**config.mk**
```make
export PLATFORM = sky130hd
export DESIGN_NAME = segment_time_allocation_unit
export DESIGN_NICKNAME = d
export VERILOG_FILES = /design/src/rtl/stau_pkg.sv /design/src/rtl/segment_time_allocation_unit.sv /design/src/rtl/stau_mul.sv /design/src/rtl/stau_sqrt.sv /design/src/rtl/stau_div.sv
export VERILOG_INCLUDE_DIRS = /design/src /design/src/rtl
export SDC_FILE = /design/constraint.sdc
export NUM_CORES = 2
export LEC_CHECK = 0
export BUFFER_PORTS_ARGS = -buffer_cell sky130_fd_sc_hd__buf_2
export CAP_MARGIN = 20
export CORE_MARGIN = 2
export CORE_UTILIZATION = 65
export DETAILED_ROUTE_END_ITERATION = 7
export PLACE_DENSITY_LB_ADDON = 0.08
export SLEW_MARGIN = 20
export SYNTH_ARGS = -nofsm -noshare
export SYNTH_HDL_FRONTEND = slang
export SYNTH_SLANG_ARGS = --single-unit
```
**constraint.sdc**
```tcl
create_clock -name clock -period 18.3 [get_ports clock]
set_input_delay 0 -clock clock [delete_from_list [all_inputs] [get_ports clock]]
set_output_delay 0 -clock clock [all_outputs]
set_load 0.02 [all_outputs]
```
**src/rtl/segment_time_allocation_unit_macros.svh**
```systemverilog
// Assertion helpers for the segment time allocation unit.
`ifndef SEGMENT_TIME_ALLOCATION_UNIT_MACROS_SVH
`define SEGMENT_TIME_ALLOCATION_UNIT_MACROS_SVH

// Same-cycle implication.
`define STAU_ASSERT_IMPLIES(label, clk, rst, ante, cons) \
   label: assert property (@(posedge clk) disable iff (rst) (ante) |-> (cons)) \
      else $error("segment time allocation: check failed");

// Next-cycle implication.
`define STAU_ASSERT_NEXT(label, clk, rst, ante, cons) \
   label: assert property (@(posedge clk) disable iff (rst) (ante) |=> (cons)) \
      else $error("segment time allocation: check failed");

`endif

```
**src/rtl/stau_pkg.sv**
```systemverilog
package stau_pkg;

   localparam int SPEED_W   = 24;
   localparam int TIME_W    = 32;
   localparam int CSR_IDX_W = 2;
   localparam int RSP_W     = ((TIME_W + SPEED_W + 1 + 7) / 8) * 8;

   localparam logic [CSR_IDX_W-1:0] CSR_INITIAL_SPEED = 2'd0;
   localparam logic [CSR_IDX_W-1:0] CSR_MAX_SPEED     = 2'd1;
   localparam logic [CSR_IDX_W-1:0] CSR_MAX_ACCEL     = 2'd2;

   localparam logic [SPEED_W-1:0] SPEED_ONE = SPEED_W'(1) << 16;
   localparam logic [TIME_W-1:0]  TIME_MAX  = '1;

   typedef struct packed {
      logic start;
      logic accumulate;
   } mul_ctl_type;

endpackage

```
**src/rtl/segment_time_allocation_unit.sv**
```systemverilog
// Segment time allocation under a trapezoidal speed profile.
// req_ channel: one 3D path point per item; req_tuser marks the first point
// of a path, which is stored with the speed loaded from initial_speed and
// gives no result. Every later point gives one rsp_ item: the segment time,
// the speed at the segment end and a saturation flag.
// csr_ channel: register writes (initial speed, max speed, max accel); write
// only while no item is in flight.
// A path start is stored in the idle state. Other points run through one
// shared shift-add multiplier, one root unit and one divider, one operation
// at a time. Whether the segment reaches cruise or stays acceleration
// limited, req_tready is low from acceptance until the result is loaded, so
// a new point is taken only once the last one is through. Results sit in an
// output register; a new point is taken while a result waits, and a
// finished result holds the sequencer until rsp_tready frees the register.
// Reset clears the path state and loads the register defaults
// (initial speed 0, max speed and max accel 1.0).
`include "segment_time_allocation_unit_macros.svh"

module segment_time_allocation_unit #(
   parameter int COORD_WIDTH = 32,
   parameter int FRAC_BITS   = 16,
   localparam int REQ_W = ((3 * COORD_WIDTH + 7) / 8) * 8
) (
   input  logic                           clock,
   input  logic                           reset,
   input  logic                           req_tvalid,
   output logic                           req_tready,
   input  logic [REQ_W-1:0]               req_tdata,  // pos_x, pos_y, pos_z, zero pad
   input  logic                           req_tuser,  // start_of_path
   output logic                           rsp_tvalid,
   input  logic                           rsp_tready,
   output logic [stau_pkg::RSP_W-1:0]     rsp_tdata,  // segment_time, speed_reached,
                                                      // time_saturated, zero pad
   input  logic                           csr_valid,
   output logic                           csr_ready,
   input  logic [stau_pkg::CSR_IDX_W-1:0] csr_index,
   input  logic [stau_pkg::SPEED_W-1:0]   csr_data
);

   localparam int SW   = stau_pkg::SPEED_W;
   localparam int TW   = stau_pkg::TIME_W;
   localparam int DW   = COORD_WIDTH + 1;
   localparam int PW0  = 2 * DW + 2;
   localparam int PW   = (PW0 > 64) ? PW0 : 64;
   localparam int HW   = PW / 2;
   localparam int MW   = (DW > 32) ? DW : 32;
   localparam int NW0  = HW + FRAC_BITS;
   localparam int NUMW = (NW0 > 2 * SW) ? NW0 : 2 * SW;
   localparam int DENW = SW + 1;
   localparam int PADW = stau_pkg::RSP_W - TW - SW - 1;

   typedef enum logic [3:0] {
      ST_IDLE, ST_SQ_X, ST_SQ_Y, ST_SQ_Z, ST_ROOT_D, ST_VMAX2, ST_V2, ST_DACC,
      ST_T1, ST_T2, ST_PROD, ST_ROOT_S, ST_TQ, ST_SPEED, ST_OUT
   } state_type;

   state_type state_ff;
   logic      issued_ff;

   logic [SW-1:0] init_speed_ff;
   logic [SW-1:0] max_speed_ff;
   logic [SW-1:0] max_accel_ff;

   logic [COORD_WIDTH-1:0] prev_x_ff;
   logic [COORD_WIDTH-1:0] prev_y_ff;
   logic [COORD_WIDTH-1:0] prev_z_ff;
   logic [SW-1:0]          run_speed_ff;
   logic                   have_prev_ff;

   logic [DW-1:0]   ax_ff, ay_ff, az_ff;
   logic [SW-1:0]   vm_ff, ac_ff, v_ff;
   logic [HW-1:0]   d_ff;
   logic [2*SW-1:0] vm2_ff, v2_ff;
   logic [NUMW-1:0] dacc_ff;
   logic [TW-1:0]   t1_ff, t_ff;
   logic            sat_ff;
   logic [SW-1:0]   spd_ff;

   logic          rsp_valid_ff;
   logic [TW-1:0] rsp_time_ff;
   logic [SW-1:0] rsp_speed_ff;
   logic          rsp_sat_ff;

   logic signed [COORD_WIDTH-1:0] x, y, z;
   logic signed [DW-1:0] dx, dy, dz;
   logic [SW-1:0] vm_eff, ac_eff;

   stau_pkg::mul_ctl_type mul_ctl;
   logic [PW-1:0]   mul_a, mul_prod;
   logic [MW-1:0]   mul_b;
   logic            mul_busy;
   logic            sqrt_start, sqrt_busy;
   logic [PW-1:0]   sqrt_rad;
   logic [HW-1:0]   sqrt_root;
   logic            div_start, div_busy;
   logic [NUMW-1:0] div_num, div_quot;
   logic [DENW-1:0] div_den;
   logic            unit_busy;

   logic [TW-1:0]   q_time;
   logic            q_sat;
   logic [TW:0]     t_sum;
   logic [PW-1:0]   spd_sum;
   logic            req_fire;
   logic            rsp_load;

   assign x = req_tdata[COORD_WIDTH-1:0];
   assign y = req_tdata[2*COORD_WIDTH-1:COORD_WIDTH];
   assign z = req_tdata[3*COORD_WIDTH-1:2*COORD_WIDTH];

   assign dx = DW'(x) - DW'($signed(prev_x_ff));
   assign dy = DW'(y) - DW'($signed(prev_y_ff));
   assign dz = DW'(z) - DW'($signed(prev_z_ff));

   assign vm_eff = (max_speed_ff != '0) ? max_speed_ff : SW'(1);
   assign ac_eff = (max_accel_ff != '0) ? max_accel_ff : SW'(1);

   assign req_tready = (state_ff == ST_IDLE);
   assign req_fire   = req_tvalid && req_tready;
   assign csr_ready  = 1'b1;
   assign rsp_load   = (state_ff == ST_OUT) && (!rsp_valid_ff || rsp_tready);

   assign q_sat  = |div_quot[NUMW-1:TW];
   assign q_time = q_sat ? stau_pkg::TIME_MAX : div_quot[TW-1:0];
   assign t_sum  = {1'b0, t1_ff} + {1'b0, q_time};
   assign spd_sum = PW'(v_ff) + (mul_prod >> FRAC_BITS);

   // operand selection for the shared units
   always_comb begin
      mul_ctl    = '0;
      mul_a      = '0;
      mul_b      = '0;
      sqrt_start = 1'b0;
      sqrt_rad   = '0;
      div_start  = 1'b0;
      div_num    = '0;
      div_den    = '0;
      unit_busy  = 1'b0;
      unique case (state_ff)
         ST_SQ_X, ST_SQ_Y, ST_SQ_Z, ST_VMAX2, ST_V2, ST_PROD, ST_SPEED: begin
            mul_ctl.start      = !issued_ff;
            mul_ctl.accumulate = (state_ff == ST_SQ_Y) || (state_ff == ST_SQ_Z);
            unit_busy          = mul_busy;
            case (state_ff)
               ST_SQ_X: begin
                  mul_a = PW'(ax_ff);
                  mul_b = MW'(ax_ff);
               end
               ST_SQ_Y: begin
                  mul_a = PW'(ay_ff);
                  mul_b = MW'(ay_ff);
               end
               ST_SQ_Z: begin
                  mul_a = PW'(az_ff);
                  mul_b = MW'(az_ff);
               end
               ST_VMAX2: begin
                  mul_a = PW'(vm_ff);
                  mul_b = MW'(vm_ff);
               end
               ST_V2: begin
                  mul_a = PW'(v_ff);
                  mul_b = MW'(v_ff);
               end
               ST_PROD: begin
                  mul_a = PW'(d_ff);
                  mul_b = MW'({ac_ff, 1'b0});
               end
               default: begin
                  mul_a = PW'(ac_ff);
                  mul_b = MW'(t_ff);
               end
            endcase
         end
         ST_ROOT_D, ST_ROOT_S: begin
            sqrt_start = !issued_ff;
            unit_busy  = sqrt_busy;
            sqrt_rad   = (state_ff == ST_ROOT_D) ? mul_prod : (PW'(v2_ff) + mul_prod);
         end
         ST_DACC, ST_T1, ST_T2, ST_TQ: begin
            div_start = !issued_ff;
            unit_busy = div_busy;
            case (state_ff)
               ST_DACC: begin
                  div_num = NUMW'(vm2_ff - v2_ff);
                  div_den = {ac_ff, 1'b0};
               end
               ST_T1: begin
                  div_num = NUMW'(vm_ff - v_ff) << FRAC_BITS;
                  div_den = DENW'(ac_ff);
               end
               ST_T2: begin
                  div_num = NUMW'(d_ff - dacc_ff[HW-1:0]) << FRAC_BITS;
                  div_den = DENW'(vm_ff);
               end
               default: begin
                  div_num = NUMW'(d_ff - HW'(v_ff)) << FRAC_BITS;
                  div_den = DENW'(ac_ff);
               end
            endcase
         end
         default: begin
         end
      endcase
   end

   stau_mul #(.AW(PW), .BW(MW)) u_mul (
      .clock   (clock),
      .reset   (reset),
      .ctl     (mul_ctl),
      .a       (mul_a),
      .b       (mul_b),
      .busy    (mul_busy),
      .product (mul_prod)
   );

   stau_sqrt #(.W(PW)) u_sqrt (
      .clock    (clock),
      .reset    (reset),
      .start    (sqrt_start),
      .radicand (sqrt_rad),
      .busy     (sqrt_busy),
      .root     (sqrt_root)
   );

   stau_div #(.NW(NUMW), .DW(DENW)) u_div (
      .clock       (clock),
      .reset       (reset),
      .start       (div_start),
      .numerator   (div_num),
      .denominator (div_den),
      .busy        (div_busy),
      .quotient    (div_quot)
   );

   always_ff @(posedge clock) begin
      if (reset) begin
         state_ff      <= ST_IDLE;
         issued_ff     <= 1'b0;
         init_speed_ff <= '0;
         max_speed_ff  <= SW'(1) << FRAC_BITS;
         max_accel_ff  <= SW'(1) << FRAC_BITS;
         prev_x_ff     <= '0;
         prev_y_ff     <= '0;
         prev_z_ff     <= '0;
         run_speed_ff  <= '0;
         have_prev_ff  <= 1'b0;
         rsp_valid_ff  <= 1'b0;
      end else begin
         if (csr_valid && csr_ready) begin
            unique case (csr_index)
               stau_pkg::CSR_INITIAL_SPEED: init_speed_ff <= csr_data;
               stau_pkg::CSR_MAX_SPEED:     max_speed_ff  <= csr_data;
               stau_pkg::CSR_MAX_ACCEL:     max_accel_ff  <= csr_data;
               default: begin
               end
            endcase
         end

         if (rsp_load) begin
            rsp_valid_ff <= 1'b1;
            rsp_time_ff  <= t_ff;
            rsp_speed_ff <= spd_ff;
            rsp_sat_ff   <= sat_ff;
         end else if (rsp_tready) begin
            rsp_valid_ff <= 1'b0;
         end

         if (state_ff != ST_IDLE && state_ff != ST_OUT) begin
            if (!issued_ff) begin
               issued_ff <= 1'b1;
            end else if (!unit_busy) begin
               issued_ff <= 1'b0;
            end
         end

         unique case (state_ff)
            ST_IDLE: begin
               if (req_fire) begin
                  prev_x_ff <= x;
                  prev_y_ff <= y;
                  prev_z_ff <= z;
                  if (req_tuser || !have_prev_ff) begin
                     run_speed_ff <= init_speed_ff;
                     have_prev_ff <= 1'b1;
                  end else begin
                     ax_ff    <= dx[DW-1] ? DW'(-dx) : DW'(dx);
                     ay_ff    <= dy[DW-1] ? DW'(-dy) : DW'(dy);
                     az_ff    <= dz[DW-1] ? DW'(-dz) : DW'(dz);
                     vm_ff    <= vm_eff;
                     ac_ff    <= ac_eff;
                     v_ff     <= (run_speed_ff < vm_eff) ? run_speed_ff : vm_eff;
                     sat_ff   <= 1'b0;
                     state_ff <= ST_SQ_X;
                  end
               end
            end
            ST_SQ_X: if (issued_ff && !unit_busy) state_ff <= ST_SQ_Y;
            ST_SQ_Y: if (issued_ff && !unit_busy) state_ff <= ST_SQ_Z;
            ST_SQ_Z: if (issued_ff && !unit_busy) state_ff <= ST_ROOT_D;
            ST_ROOT_D: begin
               if (issued_ff && !unit_busy) begin
                  d_ff     <= sqrt_root;
                  state_ff <= ST_VMAX2;
               end
            end
            ST_VMAX2: begin
               if (issued_ff && !unit_busy) begin
                  vm2_ff   <= mul_prod[2*SW-1:0];
                  state_ff <= ST_V2;
               end
            end
            ST_V2: begin
               if (issued_ff && !unit_busy) begin
                  v2_ff    <= mul_prod[2*SW-1:0];
                  state_ff <= ST_DACC;
               end
            end
            ST_DACC: begin
               if (issued_ff && !unit_busy) begin
                  dacc_ff  <= div_quot;
                  state_ff <= (NUMW'(d_ff) > div_quot) ? ST_T1 : ST_PROD;
               end
            end
            ST_T1: begin
               if (issued_ff && !unit_busy) begin
                  t1_ff    <= q_time;
                  sat_ff   <= q_sat;
                  state_ff <= ST_T2;
               end
            end
            ST_T2: begin
               if (issued_ff && !unit_busy) begin
                  t_ff     <= t_sum[TW] ? stau_pkg::TIME_MAX : t_sum[TW-1:0];
                  sat_ff   <= sat_ff || q_sat || t_sum[TW];
                  spd_ff   <= vm_ff;
                  state_ff <= ST_OUT;
               end
            end
            ST_PROD: if (issued_ff && !unit_busy) state_ff <= ST_ROOT_S;
            ST_ROOT_S: begin
               if (issued_ff && !unit_busy) begin
                  d_ff     <= (sqrt_root < HW'(v_ff)) ? HW'(v_ff) : sqrt_root;
                  state_ff <= ST_TQ;
               end
            end
            ST_TQ: begin
               if (issued_ff && !unit_busy) begin
                  t_ff     <= q_time;
                  sat_ff   <= q_sat;
                  state_ff <= ST_SPEED;
               end
            end
            ST_SPEED: begin
               if (issued_ff && !unit_busy) begin
                  spd_ff   <= (spd_sum > PW'(vm_ff)) ? vm_ff : spd_sum[SW-1:0];
                  state_ff <= ST_OUT;
               end
            end
            ST_OUT: begin
               if (rsp_load) begin
                  run_speed_ff <= spd_ff;
                  state_ff     <= ST_IDLE;
               end
            end
            default: state_ff <= ST_IDLE;
         endcase
      end
   end

   assign rsp_tvalid = rsp_valid_ff;
   assign rsp_tdata  = {PADW'(0), rsp_sat_ff, rsp_speed_ff, rsp_time_ff};

   `STAU_ASSERT_IMPLIES(a_speed_within_limit, clock, reset, rsp_load, spd_ff <= vm_ff)
   `STAU_ASSERT_IMPLIES(a_div_start_idle, clock, reset, div_start, !div_busy)
   `STAU_ASSERT_IMPLIES(a_mul_start_idle, clock, reset, mul_ctl.start, !mul_busy)
   `STAU_ASSERT_IMPLIES(a_path_kept, clock, reset, 1'b1, !$fell(have_prev_ff))

endmodule

```
**src/rtl/stau_mul.sv**
```systemverilog
module stau_mul #(
   parameter int AW = 64,
   parameter int BW = 32
) (
   input  logic                 clock,
   input  logic                 reset,
   input  stau_pkg::mul_ctl_type ctl,
   input  logic [AW-1:0]        a,
   input  logic [BW-1:0]        b,
   output logic                 busy,
   output logic [AW-1:0]        product
);

   localparam int CW = $clog2(BW + 1);

   logic [AW-1:0] mcand_ff;
   logic [BW-1:0] mplier_ff;
   logic [AW-1:0] acc_ff;
   logic [CW-1:0] cnt_ff;

   // shift-add, one multiplier bit per cycle
   always_ff @(posedge clock) begin
      if (reset) begin
         cnt_ff <= '0;
      end else if (ctl.start) begin
         mcand_ff  <= a;
         mplier_ff <= b;
         if (!ctl.accumulate) begin
            acc_ff <= '0;
         end
         cnt_ff <= CW'(BW);
      end else if (cnt_ff != '0) begin
         if (mplier_ff[0]) begin
            acc_ff <= acc_ff + mcand_ff;
         end
         mcand_ff  <= mcand_ff << 1;
         mplier_ff <= mplier_ff >> 1;
         cnt_ff    <= cnt_ff - 1'b1;
      end
   end

   assign busy    = (cnt_ff != '0);
   assign product = acc_ff;

endmodule

```
**src/rtl/stau_sqrt.sv**
```systemverilog
module stau_sqrt #(
   parameter int W = 64
) (
   input  logic           clock,
   input  logic           reset,
   input  logic           start,
   input  logic [W-1:0]   radicand,
   output logic           busy,
   output logic [W/2-1:0] root
);

   localparam int HW  = W / 2;
   localparam int RMW = HW + 3;
   localparam int CW  = $clog2(HW + 1);

   logic [W-1:0]   rad_ff;
   logic [RMW-1:0] rem_ff;
   logic [HW-1:0]  root_ff;
   logic [CW-1:0]  cnt_ff;
   logic [RMW-1:0] rem_cat;
   logic [RMW-1:0] trial;

   assign rem_cat = {rem_ff[RMW-3:0], rad_ff[W-1:W-2]};
   assign trial   = RMW'({root_ff, 2'b01});

   // restoring root, two radicand bits per cycle
   always_ff @(posedge clock) begin
      if (reset) begin
         cnt_ff <= '0;
      end else if (start) begin
         rad_ff  <= radicand;
         rem_ff  <= '0;
         root_ff <= '0;
         cnt_ff  <= CW'(HW);
      end else if (cnt_ff != '0) begin
         rad_ff <= rad_ff << 2;
         if (rem_cat >= trial) begin
            rem_ff  <= rem_cat - trial;
            root_ff <= {root_ff[HW-2:0], 1'b1};
         end else begin
            rem_ff  <= rem_cat;
            root_ff <= {root_ff[HW-2:0], 1'b0};
         end
         cnt_ff <= cnt_ff - 1'b1;
      end
   end

   assign busy = (cnt_ff != '0);
   assign root = root_ff;

endmodule

```
**src/rtl/stau_div.sv**
```systemverilog
module stau_div #(
   parameter int NW = 50,
   parameter int DW = 25
) (
   input  logic          clock,
   input  logic          reset,
   input  logic          start,
   input  logic [NW-1:0] numerator,
   input  logic [DW-1:0] denominator,
   output logic          busy,
   output logic [NW-1:0] quotient
);

   localparam int CW = $clog2(NW + 1);

   logic [DW-1:0] den_ff;
   logic [DW-1:0] rem_ff;
   logic [NW-1:0] q_ff;
   logic [CW-1:0] cnt_ff;
   logic [DW:0]   rem_cat;
   logic [DW:0]   diff;

   assign rem_cat = {rem_ff, q_ff[NW-1]};
   assign diff    = rem_cat - {1'b0, den_ff};

   // restoring division, one quotient bit per cycle
   always_ff @(posedge clock) begin
      if (reset) begin
         cnt_ff <= '0;
      end else if (start) begin
         den_ff <= denominator;
         rem_ff <= '0;
         q_ff   <= numerator;
         cnt_ff <= CW'(NW);
      end else if (cnt_ff != '0) begin
         if (rem_cat >= {1'b0, den_ff}) begin
            rem_ff <= diff[DW-1:0];
            q_ff   <= {q_ff[NW-2:0], 1'b1};
         end else begin
            rem_ff <= rem_cat[DW-1:0];
            q_ff   <= {q_ff[NW-2:0], 1'b0};
         end
         cnt_ff <= cnt_ff - 1'b1;
      end
   end

   assign busy     = (cnt_ff != '0);
   assign quotient = q_ff;

endmodule
```
==> impl_results.md <==
- Via count of the first global-routing pass: 59,300
- Syn-to-layout area delta: 10.8%
- Max Freq: 0.154 GHz
- Number of antenna violations at the first check in global routing: 23
- Wire length of the first global-routing pass: 375,000 um
- Post-synthesis async set-or-reset flop share: 0
- Final critical-path required period: 6.51 ns
- Utilization after layout: 0.726
- Average instance area after synthesis: 9.34 sq um
- Starting Density: 0.655
- Post-synthesis adder-cell area fraction: 0.0969
- Compound-Gate Fraction of Synth Area: 0.194
- Data required time at the worst endpoint: 18.79 ns
- Number of max-capacitance violations reported: 0
- Buffer depth of the longest clock path: 3
- WP data arrival: 7.00 ns
- Worst slew pin tran: 1.25 ns
- Pins over their slew limit: 0
- Violated checks: DRC
- Fraction of layout instances using a drive strength above 1: 0.0752
- DIE WIDTH: 338 um
- Netlist Area Pre-Place: 72,500 sq um
- Number of distinct standard cells referenced by the synthesized netlist: 111
- Final routed wirelength across all metal layers: 258,000 um
- Post-DR vias/cell: 6.76
- Via Count: 64,400
- Power density cells: 140 nW/um^2
- Worst Path Class, Setup: flop to flop
- Commonest cells after routing, fill and taps aside: nand2_1, edfxtp_1, a21oi_1
- RSZ-0062 raised after global routing: no
- Number of nets with antenna violations after detailed routing: 0
- Count of state elements after synthesis: 1,104
- Worst-case vdd ir drop: 0.142 mV
- Fin Setup TNS: 0 ns
- XOR/XNOR Fraction of Synth Area: 0.0558
- Worst slew margin relative to its limit: 0.157
- Library cell occupying the most area in the post-synthesis netlist: edfxtp_1
- Leakage: 0.0310 uW
- I/O pin count: 195
- Post-synthesis sequential area ratio: 0.427
- Number of sinks driven by the clock tree: 1,104
- Clock slew at reported path FFs: 0.07 ns
- Worst-case clock skew: 0.0376 ns
- Average wire per cell in the routed design: 27.1 um
- Core region area: 111,000 sq um
- Router iterations before antenna repair: 8
- RD Place Congestion: 1.08
- Number of buffers created by CTS: 116
- Number of port buffers: 186
- Area share of the leading cell type in the synthesized netlist: 0.367
- CTS tree: built
- Min-Delay Path Class: input port to flop
- Number of DRC markers in iteration 0: 9,558
- Share of synthesized area spent on multiplexers: 0.0261
- Worst skew pair latency: 0.78 ns
- Most common cell after layout, fill and taps aside: nand2_1
- Most used flip-flop cell after synthesis: edfxtp_1
- FF/Latch Area: 31,000 sq um
- Dominant combinational cell family by area after synthesis: compound AO/OA/AOI/OAI gates
- Hold Vio Cnt, Final: 0
- DRC violation count after routing: 5
- Category of the worst setup path launch point: flop
- Total gr overflow: 0
- Layout fillers: 7,937
- Vert. Die Dim: 338 um
- Count of final setup violators: 0
- Ranking of synthesized cells by area: edfxtp_1, ha_1, dfxtp_1
- Count of synthesis-stage warnings from yosys: 0
- Number of enable-type register cells in the synthesized netlist: 887
- GRT Util Overall: 0.441
- Result of the run: finished with violations
- Depth of the CTS H-tree: 3
- Area occupied by multi-input gates: 38,500 sq um
- Die area: 114,000 sq um
- Placement Rows: 122
- Clock Tree Root: clkbuf_16
- Maximum number of pins on one net before global-route repair: 99
- CP Capture Type: flop
- Simple-gate share of the synthesized area: 0.154
- Critical path peak fanout: 24
- Final Net Count: 8,602
- Final HPWL from detailed placement: 190,000 um
- Fin crit share: 0.356
- Gate count after technology mapping: 7,765
power breakdown:
group          internal, uW  switching [uW]  total, uW
Combinational          1850            2900       4750
Sequential             3480             476       3950
Clock                  1440            1090       2530
layout make-up:
cell class              count  share of cell area
multi-input cells        5821               0.479
flip-flops and latches   1104               0.386
repair buffers            430              0.0407
clock buffers             144              0.0396
well taps                1488              0.0232
inverters                 446              0.0208
clock inverters            77              0.0106
diodes                     12            0.000374
critical path, stage by stage (launching register included):
cell and delay, ns:
edfxtp_1 0.58, ha_1 0.32, fa_1 0.41, a21oi_1 0.29, nor3_1 0.10, o21ai_0 0.19, nand2_1 0.19, a21oi_2 0.38
or2_2 0.22, nand2_1 0.07, xor2_1 0.30, ha_1 0.32, o211a_1 0.12, a211oi_1 0.24, nor3b_1 0.12, a32o_1 0.22
a221o_1 0.29, a2111oi_2 0.21, nand4_1 0.16, nor4_1 0.21, o2111ai_1 0.20, nor4_4 0.30, buf_4 0.38, mux2_1 0.39
Yosys cell counts (80+ instances only):
master	instances
a21o_1	242
nor3_1	151
a21oi_1	716
o21ai_0	437
inv_1	446
nor2b_1	80
nand2b_1	84
xor2_1	167
mux2i_1	126
nand2_1	999
ha_1	544
dfxtp_1	217
nor2_1	522
clkbuf_1	337
nand3_1	112
a31oi_1	86
edfxtp_1	887
xnor2_1	295
nand4_1	110
layer usage:
layer | vias to the layer above | track usage | wire length [um]
met3 | 848 | 0.108 | 32800
met2 | 4256 | 0.652 | 109000
li1 | 28700 | - | -
met5 | - | 0.00426 | 133
met4 | 12 | 0.254 | 17300
met1 | 30600 | 0.590 | 98400
through the flow:
stage | instance area (sq um) | hold slack, ns | cells | worst slack, ns | total power, uW
final | 80300 | 0.0276 | 9522 | 11.79 | 11200
after global routing | 80300 | 0.0723 | 9517 | 11.52 | 11800
after CTS | 80200 | 0.00730 | 9507 | 11.85 | 11100
after detailed placement | 74500 | 0.259 | 9118 | 11.89 | 8500
after global placement | 74500 | 0.254 | 9116 | 12.04 | 8350
after floorplan | 72500 | 0.118 | 7771 | 6.69 | 7310
worst paths after layout:
kind | start | end | slack, ns | cells after the start
max | u_mul.product[16]$_SDFFCE_PP0P_ | spd_ff[12]$_DFFE_PP_ | 11.79 | 23
min reg2reg | u_sqrt.root[28]$_SDFFCE_PP0P_ | d_ff[28]$_DFFE_PP_ | 0.45 | 0
min | req_tdata[60] | prev_y_ff[28]$_SDFFE_PP0P_ | 0.03 | 4
max reg2reg | u_mul.product[16]$_SDFFCE_PP0P_ | spd_ff[12]$_DFFE_PP_ | 11.79 | 23
state kept, by name (all words and copies together), names as in the netlist, 33 cells and up:
signal and count:
v2_ff 48, u_mul.product 68, ay_ff 33, u_mul.mcand_ff 68
az_ff 33, u_sqrt.root 34, vm2_ff 48, u_mul.mplier_ff 33
u_sqrt.rad_ff 68, ax_ff 33, d_ff 34, dacc_ff 34
u_sqrt.rem_ff 35, u_div.quotient 50
repair_timing:
action / CTS / global route
hold buffers: 168 / 0
gates resized for setup: 0 / 0
buffers inserted: 0 / 0
setup endpoints to repair: 0 / 0
hold endpoints to repair: 219 / 0
cells by family after synthesis:
family          after synthesis
simple gates               2410
other cells                   2
compound gates             2204
fa+ha+maj                   555
buf+inv                     846
mux                         182
xor+xnor                    462
flops                      1104
Note: power is estimated with default switching activity, not from simulation.
